==> src/rtl/ptst_pkg.sv <==
// Shared constants, codes and controller/datapath interface types for the slot timer.
package ptst_pkg;

   localparam int SLOTS      = 8;
   localparam int TICK_WIDTH = 32;

   localparam int PERIOD_W = 32;
   localparam int SLOT_W   = 3;
   localparam int CNT_W    = $clog2(SLOTS + 1);
   localparam int IDX_W    = (SLOTS > 1) ? $clog2(SLOTS) : 1;
   localparam int CMP_W    = (TICK_WIDTH > PERIOD_W) ? TICK_WIDTH : PERIOD_W;

   localparam logic [1:0] OP_TICK     = 2'd0;
   localparam logic [1:0] OP_REGISTER = 2'd1;
   localparam logic [1:0] OP_UPDATE   = 2'd2;

   localparam logic [1:0] KIND_REPLY = 2'd0;
   localparam logic [1:0] KIND_DUE   = 2'd1;
   localparam logic [1:0] KIND_DONE  = 2'd2;

   typedef enum logic {
      ST_IDLE,
      ST_SCAN
   } state_type;

   typedef struct packed {
      logic tick_inc;
      logic reg_write;
      logic scan_start;
      logic scan_step;
      logic emit_due;
      logic emit_done;
   } ctl_cmd_type;

   typedef struct packed {
      logic out_free;
      logic scan_end;
      logic slot_due;
   } dp_status_type;

endpackage

==> src/rtl/ptst_ctrl.sv <==
// Sequencing state machine for input acceptance and the slot scan.
module ptst_ctrl (
   input  logic                   clock,
   input  logic                   reset,
   input  logic                   req_valid,
   input  logic [1:0]             req_operation,
   output logic                   req_stall,
   input  ptst_pkg::dp_status_type status,
   output ptst_pkg::ctl_cmd_type   cmd
);

   ptst_pkg::state_type state_ff;
   ptst_pkg::state_type state_in;
   logic                accept;

   assign req_stall = !((state_ff == ptst_pkg::ST_IDLE) && status.out_free);
   assign accept    = req_valid && !req_stall;

   always_ff @(posedge clock) begin
      if (reset) begin
         state_ff <= ptst_pkg::ST_IDLE;
      end else begin
         state_ff <= state_in;
      end
   end

   always_comb begin
      state_in = state_ff;
      unique case (state_ff)
         ptst_pkg::ST_IDLE: begin
            if (accept && (req_operation == ptst_pkg::OP_UPDATE)) begin
               state_in = ptst_pkg::ST_SCAN;
            end
         end
         ptst_pkg::ST_SCAN: begin
            if (status.scan_end && status.out_free) begin
               state_in = ptst_pkg::ST_IDLE;
            end
         end
      endcase
   end

   always_comb begin
      cmd = '0;
      unique case (state_ff)
         ptst_pkg::ST_IDLE: begin
            if (accept) begin
               unique case (req_operation)
                  ptst_pkg::OP_TICK:     cmd.tick_inc   = 1'b1;
                  ptst_pkg::OP_REGISTER: cmd.reg_write  = 1'b1;
                  ptst_pkg::OP_UPDATE:   cmd.scan_start = 1'b1;
                  default: begin
                  end
               endcase
            end
         end
         ptst_pkg::ST_SCAN: begin
            if (status.scan_end) begin
               cmd.emit_done = status.out_free;
            end else if (status.slot_due) begin
               cmd.emit_due  = status.out_free;
               cmd.scan_step = status.out_free;
            end else begin
               cmd.scan_step = 1'b1;
            end
         end
      endcase
   end

endmodule

==> src/rtl/ptst_datapath.sv <==
// Tick counter, slot table, due comparison and response register.
module ptst_datapath (
   input  logic                              clock,
   input  logic                              reset,
   input  logic [ptst_pkg::PERIOD_W-1:0]     req_interval,
   input  logic [31:0]                       req_start_time,
   input  ptst_pkg::ctl_cmd_type             cmd,
   output ptst_pkg::dp_status_type           status,
   output logic                              rsp_valid,
   input  logic                              rsp_stall,
   output logic [1:0]                        rsp_kind,
   output logic [ptst_pkg::SLOT_W-1:0]       rsp_slot,
   output logic                              rsp_ok,
   output logic                              rsp_last
);

   logic [ptst_pkg::TICK_WIDTH-1:0] tick_ff, tick_in;
   logic [ptst_pkg::CNT_W-1:0]      fill_ff, fill_in;
   logic [ptst_pkg::CNT_W-1:0]      idx_ff, idx_in;
   logic [ptst_pkg::PERIOD_W-1:0]   period_ff [ptst_pkg::SLOTS];
   logic [ptst_pkg::PERIOD_W-1:0]   period_in [ptst_pkg::SLOTS];
   logic [ptst_pkg::TICK_WIDTH-1:0] last_ff [ptst_pkg::SLOTS];
   logic [ptst_pkg::TICK_WIDTH-1:0] last_in [ptst_pkg::SLOTS];

   logic                            valid_ff, valid_in;
   logic [1:0]                      kind_ff, kind_in;
   logic [ptst_pkg::SLOT_W-1:0]     slot_ff, slot_in;
   logic                            ok_ff, ok_in;
   logic                            last_flag_ff, last_flag_in;

   logic                            full;
   logic [ptst_pkg::CMP_W-1:0]      start_wide;
   logic [ptst_pkg::TICK_WIDTH-1:0] start_stamp;
   logic [ptst_pkg::IDX_W-1:0]      fill_idx;
   logic [ptst_pkg::IDX_W-1:0]      scan_idx;
   logic [ptst_pkg::TICK_WIDTH-1:0] elapsed;

   assign full        = (fill_ff == ptst_pkg::CNT_W'(ptst_pkg::SLOTS));
   assign start_wide  = ptst_pkg::CMP_W'(req_start_time);
   assign start_stamp = start_wide[ptst_pkg::TICK_WIDTH-1:0];
   assign fill_idx    = fill_ff[ptst_pkg::IDX_W-1:0];
   assign scan_idx    = idx_ff[ptst_pkg::IDX_W-1:0];

   // Wrapping elapsed time of the slot under the scan pointer.
   assign elapsed = tick_ff - last_ff[scan_idx];

   assign status.out_free = !valid_ff || !rsp_stall;
   assign status.scan_end = (idx_ff == fill_ff);
   assign status.slot_due = ptst_pkg::CMP_W'(elapsed) > ptst_pkg::CMP_W'(period_ff[scan_idx]);

   always_comb begin
      tick_in      = tick_ff;
      fill_in      = fill_ff;
      idx_in       = idx_ff;
      period_in    = period_ff;
      last_in      = last_ff;
      valid_in     = valid_ff && rsp_stall;
      kind_in      = kind_ff;
      slot_in      = slot_ff;
      ok_in        = ok_ff;
      last_flag_in = last_flag_ff;

      if (cmd.tick_inc) begin
         tick_in = tick_ff + 1'b1;
      end

      if (cmd.reg_write) begin
         valid_in     = 1'b1;
         kind_in      = ptst_pkg::KIND_REPLY;
         last_flag_in = 1'b1;
         ok_in        = !full;
         slot_in      = full ? '0 : ptst_pkg::SLOT_W'(fill_ff);
         if (!full) begin
            period_in[fill_idx] = req_interval;
            last_in[fill_idx]   = start_stamp;
            fill_in             = fill_ff + 1'b1;
         end
      end

      if (cmd.scan_start) begin
         idx_in = '0;
      end

      if (cmd.scan_step) begin
         idx_in = idx_ff + 1'b1;
      end

      if (cmd.emit_due) begin
         valid_in          = 1'b1;
         kind_in           = ptst_pkg::KIND_DUE;
         slot_in           = ptst_pkg::SLOT_W'(idx_ff);
         ok_in             = 1'b0;
         last_flag_in      = 1'b0;
         last_in[scan_idx] = tick_ff;
      end

      if (cmd.emit_done) begin
         valid_in     = 1'b1;
         kind_in      = ptst_pkg::KIND_DONE;
         slot_in      = '0;
         ok_in        = 1'b0;
         last_flag_in = 1'b1;
      end
   end

   always_ff @(posedge clock) begin
      if (reset) begin
         tick_ff  <= '0;
         fill_ff  <= '0;
         idx_ff   <= '0;
         valid_ff <= 1'b0;
      end else begin
         tick_ff  <= tick_in;
         fill_ff  <= fill_in;
         idx_ff   <= idx_in;
         valid_ff <= valid_in;
      end
   end

   always_ff @(posedge clock) begin
      period_ff    <= period_in;
      last_ff      <= last_in;
      kind_ff      <= kind_in;
      slot_ff      <= slot_in;
      ok_ff        <= ok_in;
      last_flag_ff <= last_flag_in;
   end

   assign rsp_valid = valid_ff;
   assign rsp_kind  = kind_ff;
   assign rsp_slot  = slot_ff;
   assign rsp_ok    = ok_ff;
   assign rsp_last  = last_flag_ff;

endmodule

==> src/rtl/periodic_task_slot_timer_core.sv <==
// Top level of the periodic task slot timer: controller plus datapath.
// A register word's reply is registered and presented in the cycle after acceptance.
// Tick and register words need no scan. An update word for N registered slots is
// accepted, visits each slot in turn and then loads the done word; output stalls
// hold the scan. Synchronous active-high reset clears the tick counter, the slot
// fill count, the scan pointer and the response valid; no clearing pass.

module periodic_task_slot_timer_core (
   input  logic                          clock,
   input  logic                          reset,
   input  logic                          req_valid,
   output logic                          req_stall,
   input  logic [1:0]                    req_operation,
   input  logic [ptst_pkg::PERIOD_W-1:0] req_interval,
   input  logic [31:0]                   req_start_time,
   output logic                          rsp_valid,
   input  logic                          rsp_stall,
   output logic [1:0]                    rsp_kind,
   output logic [ptst_pkg::SLOT_W-1:0]   rsp_slot,
   output logic                          rsp_ok,
   output logic                          rsp_last
);

   // Slots are handed out in ascending order and never freed, so the used
   // slots always form a prefix of the table. The datapath therefore keeps a
   // fill count instead of per-slot used flags: the lowest free slot is the
   // fill count itself and the table is full when it reaches the slot count.
   //
   // The controller accepts a word only while idle and while the response
   // register can take a new word, either empty or being drained in the same
   // cycle. An update word walks the scan pointer across the filled slots,
   // one per cycle; a due slot waits at the pointer until its word can be
   // loaded, then is restamped with the current tick. The done word closes
   // the scan and returns the controller to idle.

   ptst_pkg::ctl_cmd_type   cmd;
   ptst_pkg::dp_status_type status;

   ptst_ctrl u_ctrl (
      .clock         (clock),
      .reset         (reset),
      .req_valid     (req_valid),
      .req_operation (req_operation),
      .req_stall     (req_stall),
      .status        (status),
      .cmd           (cmd)
   );

   // The datapath owns all state but the controller's state register, including
   // the response register that decouples the scan from a stalled receiver.
   ptst_datapath u_datapath (
      .clock          (clock),
      .reset          (reset),
      .req_interval   (req_interval),
      .req_start_time (req_start_time),
      .cmd            (cmd),
      .status         (status),
      .rsp_valid      (rsp_valid),
      .rsp_stall      (rsp_stall),
      .rsp_kind       (rsp_kind),
      .rsp_slot       (rsp_slot),
      .rsp_ok         (rsp_ok),
      .rsp_last       (rsp_last)
   );

endmodule

==> config.mk <==
export PLATFORM = sky130hd
export DESIGN_NAME = periodic_task_slot_timer_core
export DESIGN_NICKNAME = d
export VERILOG_FILES = /design/src/rtl/ptst_pkg.sv /design/src/rtl/ptst_ctrl.sv /design/src/rtl/ptst_datapath.sv /design/src/rtl/periodic_task_slot_timer_core.sv
export SDC_FILE = /design/constraint.sdc
export NUM_CORES = 1
export LEC_CHECK = 0
export ABC_AREA = 1
export BUFFER_PORTS_ARGS = -buffer_cell sky130_fd_sc_hd__buf_2
export CAP_MARGIN = 5
export CORE_ASPECT_RATIO = 1.4
export CORE_MARGIN = 4
export CORE_UTILIZATION = 50
export DETAILED_ROUTE_END_ITERATION = 6
export GPL_TIMING_DRIVEN = 0
export PLACE_DENSITY = 0.65
export RECOVER_POWER = 50
export SLEW_MARGIN = 30
export SYNTH_ARGS = -nofsm -noshare
export SYNTH_HDL_FRONTEND = slang
export SYNTH_SLANG_ARGS = --single-unit
==> constraint.sdc <==
create_clock -name clock -period 5.7 [get_ports clock]
set_input_delay 0.855 -clock clock [delete_from_list [all_inputs] [get_ports clock]]
set_output_delay 0.855 -clock clock [all_outputs]
set_load 0.005 [all_outputs]
==> results of run 1 <==
## per-layer routing
| layer | vias up | track usage | routed length [µm] | part of all wire |
|---|---|---|---|---|
| met4 | 0 | 0.2635 | 9442 | 0.085 |
| met3 | 433 | 0.09106 | 10630 | 0.096 |
| met5 | - | 0.009136 | 0 | 0 |
| met2 | 1413 | 0.6166 | 51850 | 0.47 |
| met1 | 11829 | 0.4152 | 38720 | 0.35 |
| li1 | 11055 | - | - | - |
## tightest hold or removal path, stage by stage (launching register included)
cell     delay [ns]
dfxtp_1        0.31
nand2_1        0.06
a21oi_1        0.06
## power breakdown
| group | switching (µW) | internal (µW) |
|---|---|---|
| clock network | 1660 | 2200 |
| logic | 867 | 518 |
| registers | 115 | 4410 |
## registers in the layout, summed over array words and instances, names as in the netlist
register / cells
u_datapath.rsp_ok: 1
u_datapath.tick_ff: 32
u_datapath.rsp_kind: 2
u_ctrl.state_ff: 1
u_datapath.idx_ff: 4
u_datapath.rsp_last: 1
u_datapath.period_ff: 256
u_datapath.last_ff: 256
u_datapath.rsp_slot: 3
u_datapath.rsp_valid: 1
u_datapath.fill_ff: 4
## how the worst min path moves through the flow
stage	from	endpoint	slack [ns]
after CTS	u_datapath.rsp_ok$_SDFFE_PP0P_	u_datapath.rsp_ok$_SDFFE_PP0P_	0.46
after global routing	u_datapath.rsp_ok$_SDFFE_PP0P_	u_datapath.rsp_ok$_SDFFE_PP0P_	0.48
after detailed placement	u_datapath.rsp_ok$_SDFFE_PP0P_	u_datapath.rsp_ok$_SDFFE_PP0P_	0.45
after floorplan	u_ctrl.state_ff$_SDFF_PP0_	u_ctrl.state_ff$_SDFF_PP0_	0.45
after global placement	u_datapath.rsp_ok$_SDFFE_PP0P_	u_datapath.rsp_ok$_SDFFE_PP0P_	0.45
final	u_datapath.rsp_ok$_SDFFE_PP0P_	u_datapath.rsp_ok$_SDFFE_PP0P_	0.46
## synth_stat cells, drive strengths merged (2+ instances only)
cell type,count,share of area
a211oi,3,0.00084
a21o,7,0.0020
a21oi,133,0.025
a221oi,61,0.020
a22o,44,0.014
a22oi,62,0.017
a31oi,2,0.00047
buf,89,0.018
clkbuf,78,0.011
clkinv,22,0.0031
dfxtp,305,0.23
edfxtp,256,0.29
ha,68,0.032
inv,221,0.031
nand2,845,0.12
nand3,55,0.011
nand4,62,0.014
nor2,144,0.023
nor3,25,0.0051
nor4,4,0.0014
o211ai,2,0.00056
o21a,216,0.060
o21ai,327,0.061
o21bai,2,0.00056
o22ai,3,0.00070
or2,2,0.00047
xnor2,9,0.0029
xor2,32,0.010
## cell type report
| class | count | share of cell area |
|---|---|---|
| clock buffer | 64 | 0.04401 |
| clock inverter | 36 | 0.01397 |
| sequential | 561 | 0.4279 |
| timing repair buffer | 150 | 0.03742 |
| tap | 714 | 0.02771 |
| antenna | 1 | 0.00007762 |
| multi-input combinational | 2116 | 0.3748 |
| inverter | 243 | 0.03058 |
| buffer | 167 | 0.04351 |
## what timing repair did
item,4_1_cts,5_1_grt
setup buffers,28,30
setup endpoints to repair,268,264
pin swaps,22,35
cloned,1,2
resized for setup,252,107
## stage by stage
stage	setup slack (ns)	TNS, ns	cells	hold slack [ns]
floorplan	0.9118	0	3087	0.4521
global placement	-3.447	-852.26	3879	0.4488
detailed placement	-2.807	-690.11	3890	0.4503
CTS	-0.0001763	-0.0001763	4019	0.4600
global route	-0.05290	-1.348	4051	0.4783
finish	-0.04334	-0.2330	4052	0.4594
## kinds of logic after synthesis
kind of cell,share of synthesized area
xor+xnor,0.01336
flops,0.5132
compound gates,0.2039
fa+ha+maj,0.03240
simple gates,0.1740
buf+inv,0.06313
==> results.yml, run 1 <==
status:
  status: "finished with violations"
  violations: "negative setup slack"
sta:
  hold_violations: 0
  finalClockSkew_ns: 0.03042
  setup_viol: 12
  layout_setup_ws_ns: -0.04334
  post-route-period-util: 1.008
  rsz0062_at_grt: "true"
  final.min_clock_period_ns: 5.743
  maxSlewViolCount: 0
  max_slew_margin: 0.3294
  clock.fmax_mhz: 174.1
  worstMarginPinSlew_ns: 1.006
hold_path:
  hold_depth: 2
  hp-class: "reg -> reg"
clock_network:
  clock_sinks: 561
  cts_hold_buf: 0
  insertion_delay_ns: 0.64
  cts-buffers-inserted: 54
  clk_pin_slew_ns: 0.07
  cts_max_path_buffers: 3
  htree_levels: 2
  clockRootBuffer: "clkbuf_16"
  cts_tree: "built"
setup_path:
  r2r_cells: 32
  critPathLaunchType: "register"
  r2r_start: "u_datapath.idx_ff[0]$_SDFFE_PP0P_"
  cp_num_buf_inv: 12
  r2r_slack_ns: -0.04
  crit_path_end: "u_datapath.last_ff[136]$_DFF_P_"
  endpoint_kind: "register"
  critPathLaunch: "u_datapath.idx_ff[0]$_SDFFE_PP0P_"
  cpPeakStageDelay_ns: 0.37
  critPathMaxFanout: 10
  path_depth: 32
  reg2reg_to: "u_datapath.last_ff[136]$_DFF_P_"
  crit_top_cell: "buf_4"
  crit_slowest_cell: "dfxtp_1"
  critPathRequiredTime_ns: 6.26
  critPathKind: "reg -> reg"
  cp_top_family: "buffers and inverters"
  critPathArrivalTime_ns: 6.30
die:
  coreArea_mm2: 0.05318
  dieArea_mm2: 0.05758
  die_y_um: 282.3
  initial_core_util: 0.5054
  io_pins: 79
  die-width_um: 204.0
  num_rows: 100
pwr:
  total_leakage_power_uw: 0.01231
  power.density_mw_per_mm2: 302.9
  finalPower_uw: 9765
  ir_drop_mv: 0.3158
routing:
  wl_um: 110600
  first_pass_iters: 5
  postRouteAntennaNets: 0
  drt_drc_violations_left: 0
  route.vias.total: 24730
  viasPerCell: 6.103
  initialDrtViolationCount: 2618
  wl_per_cell_um: 27.31
synthesis:
  synth-seq-cells: 561
  synthArstFlopShare: 0
  synth_cell_types: 45
  ys.flop_type: "dfxtp_1"
  syn_nets: 3226
  yosysWarnings: 0
  synth_cells: 3087
  avgSynthCellArea_um2: 8.707
  netlist_area_mm2: 0.02688
  synth_edf_count: 256
  synth_seq_area_share: 0.5132
global_route:
  antenna_found_initial: 2
  grt_pass1_vias: 24016
  grt_use_total: 0.3701
  grt_pass1_wl_um: 156600
  overflow: 0
  grt_max_degree: 35
final_layout:
  fillers: 4631
  stdcell_area_mm2: 0.03224
  mostFrequentLayoutCells: "823 x nand2_1, 311 x o21ai_0, 304 x dfxtp_1"
  final_util: 0.6062
  regArea_mm2: 0.01379
  drive_above_1_share: 0.1411
  area_growth_pct: 19.94
  final_common_cell: "nand2_1"
  nets: 3432
  multi_input_area_mm2: 0.01208
placement:
  gp_congestion: 1.011
  dpl.hpwl_um: 78430
  portBuffers: 78
  place_area_mm2: 0.02846
flow_run:
  drv_cap: 0
(Power assumes the default switching activity.)
==> inputs of run 2 (changes only) <==
--- a/config.mk
+++ b/config.mk
@@ -9,8 +9,9 @@
 export BUFFER_PORTS_ARGS = -buffer_cell sky130_fd_sc_hd__buf_2
 export CAP_MARGIN = 5
 export CORE_ASPECT_RATIO = 1.4
-export CORE_MARGIN = 4
+export CORE_MARGIN = 3
 export CORE_UTILIZATION = 50
+export CTS_BUF_LIST = sky130_fd_sc_hd__clkbuf_4 sky130_fd_sc_hd__clkbuf_8
 export DETAILED_ROUTE_END_ITERATION = 6
 export GPL_TIMING_DRIVEN = 0
 export PLACE_DENSITY = 0.65
==> constraint.sdc (replaced) <==
create_clock -name clock -period 6.2 [get_ports clock]
set_input_delay 0.93 -clock clock [delete_from_list [all_inputs] [get_ports clock]]
set_output_delay 0.93 -clock clock [all_outputs]
set_load 0.005 [all_outputs]
==> results.yml, run 2 (synthesis gave the netlist of run 1 again) <==
placement:
  dpl.hpwl_um: 77500
  gp_congestion: 1.024
  dp_cells: 3883
  portBuffers: 78
setup_path:
  cp_top_family: "simple AND/OR/NAND/NOR gates"
  crit_top_cell: "nand2_1"
  critPathKind: "reg -> reg"
  cpPeakStageDelay_ns: 0.39
  critPathMaxFanout: 10
  critPathRequiredTime_ns: 6.77
  cp_num_buf_inv: 8
  critPathArrivalTime_ns: 6.67
  crit_slowest_cell: "ha_1"
  endpoint_kind: "register"
  critPathLaunchType: "register"
pwr:
  clockPowerShare: 0.379
  ir_drop_mv: 0.2423
  pwr-share-seq: 0.485
  intPower_uw: 6221
  total_leakage_power_uw: 0.01182
  power.density_mw_per_mm2: 278.7
  power.share.switching: 0.2752
  p_switching_uw: 2362
  p_comb_frac: 0.136
clock_network:
  htree_levels: 3
  cts_hold_buf: 0
  clockRootBuffer: "clkbuf_8"
  insertion_delay_ns: 0.70
  cts_max_path_buffers: 3
  clk_pin_slew_ns: 0.06
  cts-buffers-inserted: 89
  cts_tree: "built"
  clock_sinks: 561
die:
  io_pins: 79
  die_y_um: 280.3
  die-width_um: 202.0
  num_rows: 99
  initial_core_util: 0.5105
  coreArea_mm2: 0.05264
  dieArea_mm2: 0.05661
sta:
  finalClockSkew_ns: 0.03678
  maxSlewViolCount: 61
  whs_ns: 0.4803
  hold_violations: 0
  max_slew_margin: -0.1576
  setup_viol: 0
  clock.fmax_mhz: 164.0
  worstMarginPinSlew_ns: 1.736
  final.min_clock_period_ns: 6.097
  post-route-period-util: 0.9833
status:
  status: "finished with violations"
  violations: "design-rule violations, max-capacitance violations, max-slew violations"
final_layout:
  drive_above_1_share: 0.1176
  nets: 3418
  final_common_cell: "nand2_1"
  layoutNonFillerInstCount: 4058
  multi_input_area_mm2: 0.01164
  final_util: 0.5849
  fillers: 4778
  area_growth_pct: 14.56
  reg.largest.list: "u_datapath.last_ff x256, u_datapath.period_ff x256, u_datapath.tick_ff x32"
  regArea_mm2: 0.01379
  mostFrequentLayoutCells: "841 x nand2_1, 322 x o21ai_0, 305 x dfxtp_1"
hold_path:
  hp-class: "reg -> reg"
routing:
  drt_drc_violations_left: 12
  wl_um: 107700
  wl_per_cell_um: 26.55
  initialDrtViolationCount: 2636
  postRouteAntennaNets: 0
  route.vias.total: 24442
  first_pass_iters: 7
  viasPerCell: 6.023
global_route:
  grt_max_degree: 24
  grt_use_total: 0.3710
  antenna_found_initial: 1
  grt_pass1_wl_um: 153500
  grt_pass1_vias: 23675
  overflow: 0
flow_run:
  drv_cap: 3
-- run 2: changes by cell type in the layout (fill, tap and decap cells not counted), sizes merged --
cell	change
buf	-53
bufinv	-7
clkdlybuf4s18	+1
clkinvlp	-4
clkinv	+8
clkbuf	+69
inv	-1
-- run 2: worst register-to-register path, delay by kind of cell (launching register included) --
family,cells,cell delay (ns)
flops,1,0.32
xor+xnor,1,0.13
compound gates,5,1.06
buf+inv,8,1.65
simple gates,13,2.09
fa+ha+maj,2,0.71
-- run 2: cell type report --
cell class / instances / share of cell area
timing repair buffer: 101 / 0.01934
buffer: 167 / 0.03584
clock inverter: 32 / 0.007233
antenna: 1 / 0.00008127
clock buffer: 130 / 0.05161
inverter: 243 / 0.03117
tap: 707 / 0.02873
sequential: 561 / 0.4480
multi-input combinational: 2116 / 0.3780
-- run 2: power by group through the flow --
stage | registers (µW) | logic [µW] | clock network, µW
2_1_floorplan | 4200 | 764 | 0
3_3_place_gp | 4220 | 1090 | 0
3_5_place_dp | 4230 | 1120 | 0
4_1_cts | 4150 | 1140 | 3260
5_1_grt | 4170 | 1290 | 3430
6_report | 4160 | 1170 | 3250
-- run 2: worst paths after layout --
check	from	endpoint	slack (ns)	cells past startpoint
setup / recovery	u_datapath.idx_ff[1]$_SDFFE_PP0P_	u_datapath.last_ff[61]$_DFF_P_	0.10	29
hold reg to reg	u_datapath.rsp_kind[1]$_SDFFE_PP1P_	u_datapath.rsp_kind[1]$_SDFFE_PP1P_	0.48	2
hold / removal	u_datapath.rsp_kind[1]$_SDFFE_PP1P_	u_datapath.rsp_kind[1]$_SDFFE_PP1P_	0.48	2
setup reg to reg	u_datapath.idx_ff[1]$_SDFFE_PP0P_	u_datapath.last_ff[61]$_DFF_P_	0.10	29
-- run 2: timing repair --
item                                    4_1_cts  5_1_grt
buffers inserted                              0       12
endpoints found under the hold margin         0        0
pin swaps                                     0       12
resized for setup                           111       87
endpoints found under the setup margin      268      264
-- run 2: metrics by stage --
| step | setup TNS (ns) | total power, µW | instance area (µm²) | setup WS, ns |
|---|---|---|---|---|
| finish | 0 | 8582 | 30790 | 0.1033 |
| global route | -0.6442 | 8890 | 30790 | -0.03610 |
| CTS | 0 | 8552 | 30630 | 0.01980 |
| detailed placement | -551.39 | 5347 | 28470 | -2.328 |
| global placement | -672.28 | 5315 | 28150 | -2.756 |
| floorplan | 0 | 4969 | 26880 | 1.412 |
-- run 2: per-layer routing --
layer / up-vias / global-route usage / part of all wire
met3: 363 / 0.07659 / 0.092
met1: 11728 / 0.4269 / 0.36
met2: 1310 / 0.6133 / 0.47
met4: 0 / 0.2735 / 0.084
li1: 11041 / - / -
met5: - / 0 / 0
